--- src/bfd_pkg.sv ---
`default_nettype none

package bfd_pkg;

  // accumulator width per channel
  localparam int unsigned SUM_W = 20;
  // output queue depth
  localparam int unsigned OUT_DEPTH = 4;
  localparam int unsigned OUT_AW = 2;
  localparam int unsigned OUT_CW = 3;

  typedef enum logic [2:0] {
    CFG_FOUR_CH  = 3'd0,
    CFG_SCALE    = 3'd1,
    CFG_ROUND    = 3'd2,
    CFG_SHIFT    = 3'd3,
    CFG_DST_W    = 3'd4
  } cfg_idx_e;

  typedef struct packed {
    logic [7:0] sample0;
    logic [7:0] sample1;
    logic [7:0] sample2;
    logic [7:0] sample3;
  } in_beat_t;

  typedef struct packed {
    logic [7:0] out0;
    logic [7:0] out1;
    logic [7:0] out2;
    logic [7:0] out3;
    logic [9:0] dest_column;
    logic       row_end;
  } out_beat_t;

  // per-beat control seen by every lane in the accumulate stage
  typedef struct packed {
    logic valid;
    logic first;
    logic fwd;
  } lane_ctrl_t;

endpackage

`default_nettype wire

--- src/bfd_merge.sv ---
`default_nettype none

module bfd_merge (
  input  wire logic                        clk_i,
  input  wire logic                        rst_ni,
  input  wire logic                        push_i,
  input  wire logic [3:0][7:0]             lane_val_i,
  input  wire logic [9:0]                  dest_column_i,
  input  wire logic                        row_end_i,
  output logic                             out_valid_o,
  input  wire logic                        out_ready_i,
  output bfd_pkg::out_beat_t               out_beat_o,
  output logic      [bfd_pkg::OUT_CW-1:0]  count_o
);
  import bfd_pkg::*;

  out_beat_t         buf_q [OUT_DEPTH];
  out_beat_t         beat_d;
  logic [OUT_AW-1:0] wr_ptr_q, rd_ptr_q;
  logic [OUT_CW-1:0] count_q;
  logic              pop;

  always_comb begin
    beat_d.out0        = lane_val_i[0];
    beat_d.out1        = lane_val_i[1];
    beat_d.out2        = lane_val_i[2];
    beat_d.out3        = lane_val_i[3];
    beat_d.dest_column = dest_column_i;
    beat_d.row_end     = row_end_i;
  end

  assign pop         = out_valid_o && out_ready_i;
  assign out_valid_o = (count_q != '0);
  assign out_beat_o  = buf_q[rd_ptr_q];
  assign count_o     = count_q;

  always_ff @(posedge clk_i) begin
    if (push_i) begin
      buf_q[wr_ptr_q] <= beat_d;
    end
  end

  always_ff @(posedge clk_i or negedge rst_ni) begin
    if (!rst_ni) begin
      wr_ptr_q <= '0;
      rd_ptr_q <= '0;
      count_q  <= '0;
    end else begin
      if (push_i) begin
        wr_ptr_q <= wr_ptr_q + OUT_AW'(1);
      end
      if (pop) begin
        rd_ptr_q <= rd_ptr_q + OUT_AW'(1);
      end
      if (push_i && !pop) begin
        count_q <= count_q + OUT_CW'(1);
      end else if (pop && !push_i) begin
        count_q <= count_q - OUT_CW'(1);
      end
    end
  end

endmodule

`default_nettype wire

--- config.mk ---
export PLATFORM = sky130hd
export DESIGN_NAME = bfd_merge
export DESIGN_NICKNAME = d
export VERILOG_FILES = /design/src/bfd_pkg.sv /design/src/bfd_merge.sv
export SDC_FILE = /design/constraint.sdc
export NUM_CORES = 1
export LEC_CHECK = 0
export CORE_MARGIN = 4
export CORE_UTILIZATION = 67
export CTS_CLUSTER_DIAMETER = 30
export DETAILED_ROUTE_END_ITERATION = 8
export DONT_BUFFER_PORTS = 1
export PLACE_DENSITY = 0.86
export SLEW_MARGIN = 20
export SYNTH_ARGS = -nofsm -noshare
export SYNTH_HDL_FRONTEND = slang
export SYNTH_SLANG_ARGS = --single-unit
--- constraint.sdc ---
create_clock -name clk_i -period 4.7 [get_ports clk_i]
set_input_delay 0.705 -clock clk_i [delete_from_list [all_inputs] [get_ports clk_i]]
set_output_delay 0.705 -clock clk_i [all_outputs]
set_load 0.03 [all_outputs]
* Word level (Yosys, flattened, before mapping)
Memories as Yosys holds them, arrays and structs flattened.
Cells that the tools add are included.
** Storage, ports and cells
- Flip-flop bits (word level) :: 7
- Memory bits (writable) :: 172
- Logic and storage cells :: 19
- Memories :: 1
** Memory list
- buf_q :: depth 4, bits a word 43, read ports 1, clocked after Yosys merged registers in 0, wr ports 1, RTL line bfd_merge.sv:17 : out_beat_t buf_q [OUT_DEPTH];
** Operators by class
- $add $sub $neg :: 4
- Multiplexer cells :: 4
- Reduce and logical (&&, ||, !) cells :: 7
** Operators with widths (number)
- 2-to-1 mux 3 bit :: 2
- adder 2 x 1 -> 2 bit (second input constant) :: 2
- adder 3 x 1 -> 3 bit (second input constant) :: 1
- logical AND 1 bit :: 3
- nonzero test 3 bit :: 1
- subtractor 3 x 1 -> 3 bit (second input constant) :: 1
- zero test 1 bit :: 2
- 2-to-1 mux 1 bit :: 2
- nonzero test 2 bit :: 1

* Logic depth before layout (Yosys ltp)
- Depth in word-level cells :: 5
- Gate-level depth with buffers :: 8
- Gate-level depth less buffers :: 8

* Worst setup path before layout
No wires, ideal clock.
- Path type :: flip-flop to flip-flop
- From :: register count_q[0] (netlist: count_o[0])
- To :: register count_q[2] (netlist: count_o[2])
- Library setup time :: 80 ps
- Arrival time :: 2247 ps
- Slack :: 2373 ps
- Cell stages (with the launch flop) :: 9
- Buffers on the path :: 0
- Clock period less this slack :: 2327 ps
- Cell sequence :: dfrtp_1 > or3_1 > nand2_1 > ha_1 > inv_1 > fa_1 > xor2_1 > nor2_1 > xor2_1
** On the way
- Longest elaborated chain between the ends :: 5
- Elaborated cells between the ends (all ways) :: 10
** Ends and longest elaborated chain
- from (decl) :: RTL line bfd_merge.sv:20 : logic [OUT_CW-1:0] count_q;
- from (signal assigned) :: RTL line bfd_merge.sv:56 : count_q <= count_q + OUT_CW'(1);
- from (signal assigned) :: RTL line bfd_merge.sv:58 : count_q <= count_q - OUT_CW'(1);
- nonzero test 3 bit (*) :: RTL line bfd_merge.sv:33 : assign out_valid_o = (count_q != '0);
- named net out_valid_o :: RTL line bfd_merge.sv:10 : output logic out_valid_o,
- logical AND 1 bit (*) :: RTL line bfd_merge.sv:32 : assign pop = out_valid_o && out_ready_i;
- zero test 1 bit :: RTL line bfd_merge.sv:55 : if (push_i && !pop) begin
- logical AND 1 bit :: RTL line bfd_merge.sv:55
- 2-to-1 mux 3 bit / nonzero test 2 bit (equally long branches)
The timed path passes the listed nets; every way through them passes the cells marked *. The select of a mux whose other input is x is not followed.
A chain may end at the register's enable or synchronous reset.

==> results.json <==
{
  "fillerInstances": 532,
  "clk_path_buf_depth": 2,
  "ys_ff_latch": 179,
  "path_clk_slew_ns": 0.06,
  "placeableCoreArea_mm2": 0.00973,
  "ys_seq_area_frac": 0.803,
  "cpMaxStageDelayCell": "dfrtp_4",
  "intPower_uw": 3420,
  "rsz0062_at_grt": "false",
  "root_buffer": "clkbuf_8",
  "insertion_delay_ns": 0.53,
  "cts_tree": "done",
  "setup_slack_ns": 1.62,
  "reg2regPathDepth": 8,
  "antenna_found_initial": 0,
  "rows": 36,
  "initial_utilization": 0.684,
  "place_hpwl_mm": 6.39,
  "powerDensity_mw_per_mm2": 705,
  "timing.rr.start": "count_o[0]",
  "die_w_um": 108,
  "post_cts_resized": 0,
  "hold_path.class": "in -> reg",
  "path_buf_inv": 0,
  "hold_viol_final": 0,
  "setup_viol": 0,
  "first_pass_iters": 4,
  "met1_length_mm": 4.54,
  "viasPerCell": 6.33,
  "pre_cts_ws_ns": 2.13,
  "gp_congestion": 0.691,
  "p_seq_frac": 0.466,
  "n_antenna_cell": 0,
  "cts_buffers": 17,
  "slew_headroom": 0.268,
  "finClkSkew_ns": 0.0114,
  "fin_util": 0.756,
  "hold_start": "push_i",
  "final_nets": 325,
  "wl_met2_mm": 6.08,
  "synth_cell_types": 19,
  "critPathLaunchType": "flop",
  "combPwrFrac": 0.261,
  "critPathArrivalTime_ns": 2.38,
  "r2r_slack_ns": 2.22,
  "grt_pass1_vias": 2839,
  "drc": 0,
  "swShare": 0.340,
  "path_max_fanout": 45,
  "cts.sinks": 179,
  "fin_setup_tns_ns": 0,
  "worst_ir_drop_vdd_v": 0.000580,
  "grt-ovfl-total": 0,
  "route.met3.wl_mm": 1.28,
  "run_status": "finished, final reports clean",
  "drv_slew": 0,
  "tightest_slew_ns": 1.10,
  "slowest_delay_ns": 0.99,
  "drive_above_1_share": 0.275,
  "grt_max_degree": 46,
  "clock.fmax_mhz": 324,
  "drtIter0Drc": 207,
  "required_ns": 3.99,
  "area_growth_pct": 10.5,
  "top_layer_used": "met4",
  "crit_path_end_kind": "output port",
  "syn_inst": 258,
  "max_cap_violations": 0,
  "vias": 2638,
  "ios": 94,
  "grt_pass1_wl_mm": 18.4,
  "portBuffers": 0,
  "die-area_mm2": 0.0116,
  "fin_crit_ns": 3.08,
  "htree_levels": 4,
  "die_height_um": 108,
  "avgRoutedWirePerCell_um": 29.0,
  "synth_warnings": 0,
  "wl_mm": 12.1,
  "leakage_uw": 0.00238,
  "whs_endpoint": "wr_ptr_q[0]",
  "synth_fp_nets": 311,
  "netlist_area_mm2": 0.00665,
  "clockPowerShare": 0.274,
  "critPathTopFamily": "flip-flops",
  "setup.worst_path.class": "reg -> out",
  "p_switching_uw": 1760,
  "r2r-end": "count_o[2]",
  "min_path_cells": 1,
  "ant_nets": 0,
  "grt_usage": 0.233,
  "avgSynthCellArea_um2": 25.8,
  "fin_crit_sh": 0.656,
  "crit_chain": "mux4_1"
}
[worst max path at each step]
stage | from | to | cells past startpoint
finish | rd_ptr_q[0] | out_beat_o[40] | 1
detailed placement | rd_ptr_q[0] | out_beat_o[40] | 1
global placement | rd_ptr_q[0] | out_beat_o[40] | 1
global route | rd_ptr_q[0] | out_beat_o[40] | 1
CTS | rd_ptr_q[0] | out_beat_o[40] | 1
floorplan | count_o[0] | count_o[2] | 8
[placed cells by master, fill, tap and decap left out, types with 2 or more instances in the layout]
| master | netlist | routed |
|---|---|---|
| and2_2 | 0 | 4 |
| buf_4 | 0 | 4 |
| bufinv_16 | 0 | 4 |
| clkbuf_16 | 0 | 16 |
| clkinv_1 | 0 | 2 |
| clkinv_2 | 0 | 2 |
| clkinv_4 | 0 | 3 |
| clkinvlp_4 | 0 | 2 |
| dfrtp_1 | 7 | 5 |
| edfxtp_1 | 172 | 172 |
| ha_1 | 5 | 5 |
| inv_1 | 3 | 3 |
| mux4_1 | 5 | 5 |
| mux4_2 | 38 | 38 |
| nand2_1 | 2 | 2 |
| xnor2_1 | 3 | 3 |
| xor2_1 | 3 | 3 |
[sequential cells by signal (all words and copies together), names as in the netlist]
signal and count:
wr_ptr_q 2, count_o 3, rd_ptr_q 2, buf_q 172
[power by group through the flow]
stage / Sequential (uW) / Combinational, uW / Clock [uW]
2_1_floorplan: 2210 / 1390 / 0
3_3_place_gp: 2420 / 1310 / 0
3_5_place_dp: 2440 / 1330 / 0
4_1_cts: 2420 / 1370 / 1440
5_1_grt: 2460 / 1410 / 1520
6_report: 2410 / 1350 / 1420
[Yosys cell counts (all sizes together)]
cell type	instances	area (um2)
ha	5	62.6
or3	1	6.26
nor2	1	3.75
xor2	3	26.3
edfxtp	172	5160
and2	4	25.0
xnor2	3	26.3
mux4	43	987
buf	10	116
nand2	2	7.51
fa	1	20.0
nand3	1	5.00
inv	3	11.3
o21ai	1	5.00
dfrtp	7	175
mux2	1	11.3
[cell type report]
| type | count | area, um2 | share of cell area |
|---|---|---|---|
| flip-flops and latches | 179 | 5350 | 0.727 |
| multi-input cells | 66 | 1190 | 0.162 |
| clock buffers | 17 | 414 | 0.0563 |
| clock inverters | 14 | 188 | 0.0255 |
| well taps | 133 | 166 | 0.0226 |
| repair buffers | 5 | 40.0 | 0.00544 |
| inverters | 3 | 11.3 | 0.00153 |
[what timing repair did]
| action | 4_1_cts | 5_1_grt |
|---|---|---|
| setup buffers | 0 | 0 |
| endpoints found under the hold margin | 7 | 0 |
| hold buffers | 1 | 0 |
[layer usage]
metal | up-vias | track usage
met5 | - | 0
met4 | 0 | 0.0730
met3 | 10 | 0.109
met2 | 120 | 0.351
met1 | 1386 | 0.307
li1 | 1122 | -
[stage by stage]
step           cells  hold slack [ns]  total power [uW]  cell area (um2)
2_1_floorplan    258            0.409              3600             6650
3_3_place_gp     385            0.410              3730             6740
3_5_place_dp     385            0.410              3770             6740
4_1_cts          417            0.233              5230             7360
5_1_grt          417            0.229              5390             7360
6_report         417            0.256              5180             7360
[cell families after synthesis]
kind of cell / count (synthesis) / synth area share
mux: 44 / 0.150
buf+inv: 13 / 0.0192
simple gates: 9 / 0.00714
fa+ha+maj: 6 / 0.0124
flops: 179 / 0.803
compound gates: 1 / 0.000751
xor+xnor: 6 / 0.00790
No activity file was read; power rests on OpenSTA's default activity.
