[src/bfd_pkg.sv]
`default_nettype none

package bfd_pkg;

  // accumulator width per channel
  localparam int unsigned SUM_W = 20;
  // output queue depth
  localparam int unsigned OUT_DEPTH = 4;
  localparam int unsigned OUT_AW = 2;
  localparam int unsigned OUT_CW = 3;

  typedef enum logic [2:0] {
    CFG_FOUR_CH  = 3'd0,
    CFG_SCALE    = 3'd1,
    CFG_ROUND    = 3'd2,
    CFG_SHIFT    = 3'd3,
    CFG_DST_W    = 3'd4
  } cfg_idx_e;

  typedef struct packed {
    logic [7:0] sample0;
    logic [7:0] sample1;
    logic [7:0] sample2;
    logic [7:0] sample3;
  } in_beat_t;

  typedef struct packed {
    logic [7:0] out0;
    logic [7:0] out1;
    logic [7:0] out2;
    logic [7:0] out3;
    logic [9:0] dest_column;
    logic       row_end;
  } out_beat_t;

  // per-beat control seen by every lane in the accumulate stage
  typedef struct packed {
    logic valid;
    logic first;
    logic fwd;
  } lane_ctrl_t;

endpackage

`default_nettype wire

[src/bfd_lane.sv]
`default_nettype none

module bfd_lane (
  input  wire logic                       clk_i,
  input  wire bfd_pkg::lane_ctrl_t        ctrl_i,
  input  wire logic [7:0]                 sample_i,
  input  wire logic [bfd_pkg::SUM_W-1:0]  rd_i,
  input  wire logic [11:0]                offset_i,
  input  wire logic [3:0]                 shift_i,
  input  wire logic                       active_i,
  output logic      [bfd_pkg::SUM_W-1:0]  sum_o,
  output logic      [7:0]                 val_o
);
  import bfd_pkg::*;

  logic [SUM_W-1:0] sum_q;
  logic [SUM_W-1:0] base;
  logic [SUM_W:0]   rounded;
  logic [SUM_W:0]   shifted;

  // accumulate stage, newest sum is forwarded when the ram has not seen it yet
  always_comb begin
    if (ctrl_i.first) begin
      base = '0;
    end else if (ctrl_i.fwd) begin
      base = sum_q;
    end else begin
      base = rd_i;
    end
    sum_o = base + {{(SUM_W-8){1'b0}}, sample_i};
  end

  always_ff @(posedge clk_i) begin
    if (ctrl_i.valid) begin
      sum_q <= sum_o;
    end
  end

  // round, shift, saturate; an inactive lane outputs zero
  always_comb begin
    rounded = {1'b0, sum_q} + {{(SUM_W+1-12){1'b0}}, offset_i};
    shifted = rounded >> shift_i;
    if (!active_i) begin
      val_o = '0;
    end else if (|shifted[SUM_W:8]) begin
      val_o = 8'hff;
    end else begin
      val_o = shifted[7:0];
    end
  end

endmodule

`default_nettype wire

[config.mk]
export PLATFORM = sky130hd
export DESIGN_NAME = bfd_lane
export DESIGN_NICKNAME = d
export VERILOG_FILES = /design/src/bfd_pkg.sv /design/src/bfd_lane.sv
export SDC_FILE = /design/constraint.sdc
export NUM_CORES = 1
export LEC_CHECK = 0
export BUFFER_PORTS_ARGS = -buffer_cell sky130_fd_sc_hd__buf_2
export CAP_MARGIN = 40
export CORE_MARGIN = 2
export CORE_UTILIZATION = 55
export DETAILED_ROUTE_END_ITERATION = 7
export PLACE_DENSITY = 0.82
export SETUP_SLACK_MARGIN = 0.5
export SLEW_MARGIN = 20
export SYNTH_ARGS = -nofsm -noshare
export SYNTH_HDL_FRONTEND = slang
export SYNTH_SLANG_ARGS = --single-unit
[constraint.sdc]
create_clock -name clk_i -period 5.1 [get_ports clk_i]
set_clock_uncertainty 0.15 [all_clocks]
set_input_delay 0.51 -clock clk_i [delete_from_list [all_inputs] [get_ports clk_i]]
set_output_delay 0.51 -clock clk_i [all_outputs]
set_load 0.01 [all_outputs]
* Yosys cells after proc, flatten, opt, wreduce, memory -nomap -nowiden *
Cells that the tools add are included.

storage, ports and cells
  input bits = 49
  register bits = 20
  word-level logic and storage cells = 9

operators by class
  multiplexer cells = 4
  $add $sub $neg = 2
  shift-type cells = 1
  reductions and logical operators = 1

operators with widths
  operator           number
  $mux W20           2
  $add A20 B12 Y21   1
  $shr A21 B4 Y21    1
  $add A20 B8 Y20    1
  $mux W8            2
  $reduce_or A13 Y1  1

* Depth between registers and ports, before layout *
Gate-level depths: netlist of run 1.

  depth in word-level cells = 5
  depth in mapped cells = 17

* Worst setup path before layout of run 1 *
No wires, ideal clock.

  path type = input to output
  start point = input ctrl_i[0] (netlist name)
  end point = output sum_o[16] (netlist name)
  required time = 4440 ps
  data arrival time = 4070 ps
  slack = 370 ps
  cell stages on the path = 17
  path through = clkbuf_1 -> clkbuf_1 -> buf_1 -> mux2i_1 -> nor2_1 -> ha_1 -> inv_1 -> fa_1 -> nor2b_1 -> o21ai_0 -> a21boi_0 -> o21ai_0 -> a21boi_0 -> o21a_1 -> o211ai_1 -> or3_1 -> xnor2_1

between the ends
  word-level cells in the longest chain between the ends = 3

RTL lines
  element          RTL line        source
  start, declared  bfd_lane.sv:5   input wire bfd_pkg::lane_ctrl_t ctrl_i,
  $mux W20         bfd_lane.sv:25  end else if (ctrl_i.fwd) begin
  $mux W20         bfd_lane.sv:23  if (ctrl_i.first) begin
  $add A20 B8 Y20  bfd_lane.sv:30  sum_o = base + {{(SUM_W-8){1'b0}}, sample_i};
  end, declared    bfd_lane.sv:11  output logic [bfd_pkg::SUM_W-1:0] sum_o,

Every way passes these cells.

* Worst setup path in the final report of run 1 *
  start point = register sum_q[0]
  end point = output val_o[5]

between the ends
  word-level cells in the longest chain between the ends = 5

RTL lines
  element                 RTL line        source
  start, declared         bfd_lane.sv:16  logic [SUM_W-1:0] sum_q;
  start signal, assigned  bfd_lane.sv:35  sum_q <= sum_o;
  $add A20 B12 Y21 *      bfd_lane.sv:41  rounded = {1'b0, sum_q} + {{(SUM_W+1-12){1'b0}}, offset_i};
  $shr A21 B4 Y21 *       bfd_lane.sv:42  shifted = rounded >> shift_i;
  $reduce_or A13 Y1       bfd_lane.sv:45  end else if (|shifted[SUM_W:8]) begin
  $mux W8 *               bfd_lane.sv:45
  $mux W8 *               bfd_lane.sv:43  if (!active_i) begin
  end, declared           bfd_lane.sv:12  output logic [7:0] val_o

Every way passes the cells marked *; elsewhere a longest branch is shown, timed or not.

==> results by group, run 1 <==
STA
  • Slew Viols, Final: 0
  • Fmax: 220.8 MHz
  • Tmin final: 4529 ps
  • Setup TNS: 0 ps
  • Final Hold Viols: 0
  • Rel. slew slack: 50.05%
  • Measured slew at the worst slew-check pin: 749.3 ps
  • Fin crit share: 88.80%
  • Setup-failing EPs final: 0
  • RSZ-0062 raised after global routing: yes

Layout
  • Max FFs per register: 20
  • Layout Nets: 614
  • Leading registers by flop count: sum_q x20
  • Share of layout cells above drive strength 1: 25.65%
  • ANT cells: 0
  • Most frequent cells in the layout: 76 x buf_2, 60 x nor2_1, 43 x a21oi_1, 43 x nand2_1, 26 x mux2i_1
  • Area grow syn2layout: 18.01%
  • Reg with most FFs: sum_q
  • Post-route core utilization: 66.63%
  • Most common library cell in the layout ignoring fill and taps: buf_2

Global routing
  • Antenna violations before repair: 0
  • GRT Resource Usage Total: 27.60%
  • Grt ovf: 0
  • Largest net degree at the start of global routing: 28
  • Vias in the first global route: 3637
  • First-pass GRT wire length: 16670 um

Worst setup path
  • Crit path cell chain: ha_4, fa_2, a21o_1, a221o_2, a211oi_2, o21ai_0, a32oi_1, nand3_1, o211ai_1, buf_4, a211oi_2, a211oi_1, buf_2
  • Crit-path slowest cell: a221o_2
  • Most frequent CP cell: a211oi_2
  • R2R depth: 15
  • Startpoint types: register
  • WP data required: 4440 ps
  • Data arrival, critical path: 3870 ps
  • Worst stage delay on the critical path: 450 ps
  • Critical R2R Capture: sum_q[16]
  • CP Class: reg -> out
  • Reg2reg start: sum_q[0]
  • Reg2reg setup slack: 1640 ps
  • CP endpoint kind: output port
  • Worst-path maximum fanout: 8

Drt
  • Total number of vias: 4013
  • Drt wl/cell: 16.58 um
  • Final wirelength: 10260 um
  • Final ANT Viol Nets: 0
  • DRC: 0
  • Iter 0 DRT Violations: 282
  • Pre-antenna DRT Iters: 5
  • Detail-routed via count per cell: 6.483

Clock tree
  • Hold-fix buffers at CTS: 0
  • Worst-path clk slew: 70 ps
  • Sinks on Clock Net: 20
  • Max Buffers Root-to-Sink: 2
  • Clock Latency Late Sink: 260 ps
  • CTS tree: done
  • H-tree levels: 1
  • CTS buffer count: 3
  • Root Driver: clkbuf_8

Min path
  • Hold Path Class: in -> reg
  • Hold_sp: sample_i[0]
  • Hold path cells: 2
  • Hold Path End: sum_q[0]

Pwr
  • Leak pwr: 0.001753 uW
  • PwrDens: 218.5 nW/um2
  • Maximum vdd drop: 0.1932 mV

Logic synthesis
  • Simple-Gate Fraction of Synth Area: 23.34%
  • Syn Nets: 545
  • Synth Warn #: 0
  • Average size of a mapped cell: 7.520 um2
  • Synth Area in XOR/XNOR: 7.125%
  • Post-synth EDFFs: 20
  • Yosys reg bits: 20
  • Seq/Total Area, Yosys: 16.85%
  • Largest family of logic cells by synthesized area: compound AO/OA/AOI/OAI gates
  • Synth Flop Type: edfxtp_1
  • Top cells by area, synth: edfxtp_1 17%, mux2i_1 7.3%, ha_1 7.0%
  • Cell taking the most area after synthesis: edfxtp_1
  • Post-Synth Adder-Cell Area: 8.143%
  • Synth unique cells: 64
  • Mux share of post-synthesis cell area: 8.880%
  • Mapped cell area: 3565 um2
  • Async S/R FF share, synth: 0%
  • Synth Area in Compound Gates: 29.94%
  • Synth Instances: 474
  • Top cell type's share of synthesized area: 16.85%

Flow run
  • Max Cap Violations: 0

Placed design
  • Port Buf Inserts: 76
  • Detailed-placement wirelength estimate: 7709 um
  • Gpl congestion: 0.9229

Run status
  • Status: completed

Floorplanning
  • IO Pins: 77
  • Die width: 84.51 um
  • Initial Util: 56.46%
  • Die height: 84.51 um
  • Site Rows: 29
  • Die area: 7141 um2
  • Area of the core: 6314 um2
metal layers:
| metal | GRT usage (%) | vias up | wire length, um |
|---|---|---|---|
| li1 | - | 1913 | - |
| met1 | 35.93 | 1836 | 4195 |
| met2 | 47.60 | 239 | 4985 |
| met3 | 3.048 | 25 | 886 |
| met4 | 9.235 | 0 | 194 |
| met5 | 0 | - | 0 |
cells in the mapped netlist (3+ instances only):
| library cell | instances |
|---|---|
| nor2_1 | 60 |
| a21oi_1 | 46 |
| nand2_1 | 43 |
| mux2i_1 | 26 |
| o21ai_0 | 23 |
| xnor2_1 | 22 |
| clkbuf_1 | 20 |
| edfxtp_1 | 20 |
| ha_1 | 20 |
| nand3_1 | 18 |
| inv_1 | 15 |
| nor3_1 | 14 |
| a211oi_1 | 13 |
| and3_1 | 8 |
| o211ai_1 | 8 |
| xor2_1 | 7 |
| a21o_1 | 6 |
| a31oi_1 | 6 |
| o22ai_1 | 6 |
| nand2b_1 | 5 |
| nand4_1 | 5 |
| o21a_1 | 5 |
| a21boi_0 | 4 |
| and2_1 | 4 |
| buf_2 | 4 |
| or2_2 | 4 |
| a211oi_2 | 3 |
| a311oi_1 | 3 |
| buf_1 | 3 |
| buf_6 | 3 |
| nor2b_1 | 3 |
| o221ai_1 | 3 |
| o32ai_1 | 3 |
report_power, final:
group / total, uW / internal [uW] / switching (uW)
Combinational: 586 / 244 / 342
Clock: 108 / 53.8 / 53.8
Sequential: 225 / 204 / 20.9
worst max-delay path: cells and delay by family, from the launching register on:
kind	cells	cell delay (ps)
adders and majority gates	2	590
buffers and inverters	2	370
and+or+nand+nor	1	190
AOI/OAI and AO/OA	8	2010
DFF	1	440
final cells by class:
class | count | area (um2)
clock buffer | 3 | 41.29
clock inverter | 1 | 3.754
fill | 552 | 2107
inverter | 17 | 63.81
multi-input combinational | 407 | 2884
sequential | 20 | 600.6
tap | 77 | 96.34
timing repair buffer | 94 | 516.7
cell families (layout without fill, tap and decap cells):
kind of cell,after synthesis,count (layout)
flops,20,20
xor+xnor,29,29
buf+inv,47,115
simple gates,174,174
fa+ha+maj,22,22
mux,29,29
compound gates,153,153
worst max path at each step:
stage                      from        end  slack [ps]  cells past startpoint
floorplan             ctrl_i[0]  sum_o[16]         560                     17
global placement    offset_i[0]   val_o[1]         560                     13
detailed placement  offset_i[0]   val_o[1]         410                     13
CTS                    sum_q[0]   val_o[1]         500                     13
global route           sum_q[0]   val_o[5]         380                     13
finish                 sum_q[0]   val_o[5]         570                     13
timing repair:
item / in CTS / in global routing
endpoints found under the setup margin: 8 / 8
cloned: 0 / 0
pin swaps: 2 / 16
buffers inserted: 2 / 12
gates resized for setup: 4 / 28
stage by stage:
stage	power (uW)	setup WS (ps)	hold WS, ps	cell area (um2)	std cells
after detailed placement	750.6	414.6	618.9	3931	601
after CTS	863.5	497.6	420.9	4011	607
after floorplan	624.2	557.2	472.5	3566	474
final	919.1	571.1	428.3	4207	619
after global placement	738.2	564.9	601.6	3931	601
after global routing	983.5	381.0	436.0	4207	619
(Power assumes the default switching activity.)
==> inputs of run 2 (changes only) <==
--- a/constraint.sdc
+++ b/constraint.sdc
@@ -3,3 +3,3 @@
 set_input_delay 0.51 -clock clk_i [delete_from_list [all_inputs] [get_ports clk_i]]
 set_output_delay 0.51 -clock clk_i [all_outputs]
-set_load 0.01 [all_outputs]
+set_load 0.02 [all_outputs]
==> run 2 against run 1 <==
Fmax fell by 1.7%; largest cell class unchanged; hold slack improved by 5.3 ps; critical path type unchanged; sequential share of layout area barely moved; critical endpoint unchanged; final area fell by 0.21%.
==> results by group, run 2 (same netlist as run 1, synthesis figures left out) <==
Layout
  • Area grow syn2layout: 17.76%
  • ANT cells: 0 (unchanged)
  • Max FFs per register: 20 (unchanged)
  • Layout Cells excl Fill: 617 (-0.32%)
  • Layout Nets: 613 (-0.16%)
  • Share of layout cells above drive strength 1: 25.00% (-0.65 points)
  • Leading registers by flop count: sum_q x20
  • Most frequent cells in the layout: 73 x buf_2, 60 x nor2_1, 44 x a21oi_1
  • Reg with most FFs: sum_q
  • Most common library cell in the layout ignoring fill and taps: buf_2

Drt
  • Final wirelength: 10480 um (+2.1%)
  • Detail-routed via count per cell: 6.519 (+0.55%)
  • Total number of vias: 4022 (+0.22%)
  • Iter 0 DRT Violations: 405 (+44%)
  • DRC: 0 (unchanged)
  • Drt wl/cell: 16.99 um (+2.5%)
  • Pre-antenna DRT Iters: 5 (unchanged)
  • Final ANT Viol Nets: 0 (unchanged)

Clock tree
  • CTS buffer count: 3 (unchanged)
  • Worst-path clk slew: 70 ps (about the same)
  • CTS tree: done
  • H-tree levels: 1 (unchanged)
  • Clock Latency Late Sink: 260 ps (about the same)
  • Max Buffers Root-to-Sink: 2 (unchanged)
  • Sinks on Clock Net: 20 (unchanged)
  • Root Driver: clkbuf_8
  • Hold-fix buffers at CTS: 0 (unchanged)

STA
  • Rel. slew slack: 50.44% (+0.40 points)
  • Measured slew at the worst slew-check pin: 737.7 ps (-11.63 ps)
  • Fin worst setup slack: 494.5 ps (-76.61 ps)
  • Setup-failing EPs final: 0 (unchanged)
  • RSZ-0062 raised after global routing: yes
  • Final Hold Viols: 0 (unchanged)
  • Fin crit share: 90.30% (+1.5 points)
  • Setup TNS: 0 ps (unchanged)
  • Fmax: 217.1 MHz (-1.7%)
  • Slew Viols, Final: 0 (unchanged)
  • Tmin final: 4606 ps (+76.61 ps)

Run status
  • Status: completed

Pwr
  • Sw Share: 46.51% (+1.1 points)
  • Clock Power Share: 11.0% (-0.7 points)
  • Sequential power share: 23.9% (-0.6 points)
  • PwrDens: 225.1 nW/um2 (+3.0%)
  • Internal power component: 505.4 uW (+0.71%)
  • NetSw: 439.5 uW (+5.3%)
  • Combinational power share: 65.1% (+1.3 points)
  • Maximum vdd drop: 0.1648 mV (-15%)
  • Leak pwr: 0.001750 uW (-0.17%)

Placed design
  • Port Buf Inserts: 76 (unchanged)
  • Detailed-placement wirelength estimate: 7725 um (+0.21%)
  • Place WS: 390.8 ps (-23.74 ps)
  • Gpl congestion: 0.9206 (-0.25%)
  • Dpl cells: 601 (unchanged)

Min path
  • Hold Path Class: in -> reg

Global routing
  • Vias in the first global route: 3644 (+0.19%)
  • Largest net degree at the start of global routing: 29 (+3.6%)
  • GRT Resource Usage Total: 27.71% (+0.11 points)
  • Grt ovf: 0 (unchanged)
  • First-pass GRT wire length: 16770 um (+0.62%)
  • Antenna violations before repair: 0 (unchanged)

Worst setup path
  • CP endpoint kind: output port
  • CP Class: reg -> out
  • Data arrival, critical path: 3950 ps (+80 ps)
  • Worst-path maximum fanout: 8 (unchanged)
  • Startpoint types: register
  • WP data required: 4440 ps (about the same)

Floorplanning
  • Area of the core: 6314 um2 (unchanged)
  • Die width: 84.51 um (unchanged)
  • IO Pins: 77 (unchanged)
  • Initial Util: 56.46% (unchanged)
  • Die height: 84.51 um (unchanged)
  • Die area: 7141 um2 (unchanged)
  • Site Rows: 29 (unchanged)

Flow run
  • Max Cap Violations: 0 (unchanged)
## run 2: cell count changes in the layout (fill, tap and decap cells not counted), sizes merged
| cell | previous run | this run |
|---|---|---|
| clkinv | 2 | 1 |
| clkbuf | 4 | 3 |
## run 2: what timing repair did
item                                    4_1_cts  5_1_grt
pin swaps                                     3       12
hold endpoints to repair                      0        0
gates resized for setup                       4       28
setup buffers                                 5        8
endpoints found under the setup margin        8       10
## run 2: routing by layer
layer | track usage, % | wire length (um) | vias up
li1 | - | - | 1912
met1 | 37.65 | 4474 | 1858
met2 | 47.17 | 5011 | 218
met3 | 2.360 | 750 | 34
met4 | 7.792 | 246 | 0
met5 | 0 | 0 | -
## run 2: worst paths after layout
| path | start | end | slack (ps) | cells past startpoint |
|---|---|---|---|---|
| setup / recovery | sum_q[0] | val_o[5] | 490 | 13 |
| hold reg to reg | sum_q[11] | sum_q[11] | 700 | 2 |
| hold / removal | sample_i[0] | sum_q[0] | 430 | 2 |
| setup reg to reg | sum_q[0] | sum_q[16] | 1650 | 15 |
## run 2: layout make-up
class,count,area [um2]
Clock buffer,3,41.29
Sequential cell,20,600.6
Multi-Input combinational cell,407,2873
Timing Repair Buffer,93,523.0
Tap cell,77,96.34
Fill cell,568,2116
Inverter,17,63.81
## run 2: per-stage QoR
step / hold WS [ps] / power [uW] / area (um2) / util [%]
detailed placement: 634.0 / 774.7 / 3931 / 62.27
global route: 431.5 / 1005 / 4198 / 66.49
finish: 433.6 / 944.9 / 4198 / 66.49
global placement: 606.1 / 760.6 / 3931 / 62.27
floorplan: 472.5 / 646.3 / 3567 / -
CTS: 430.0 / 892.7 / 4030 / 63.83
## run 2: worst max-delay path, cell delays in order (launching register included)
cell	delay, ps
edfxtp_1	450
ha_4	200
fa_2	340
a21o_1	190
a221o_2	460
a211o_4	420
a221oi_2	330
o21ai_0	220
nor2_1	220
o21ai_2	120
nor4_4	330
buf_6	180
a211oi_2	60
buf_4	160
## run 2: power groups by stage
stage	sequential [uW]	clock (uW)	combinational [uW]
2_1_floorplan	216	0	430
3_3_place_gp	226	0	534
4_1_cts	224	105	563
6_report	225	104	616
3_5_place_dp	228	0	547
5_1_grt	228	109	669
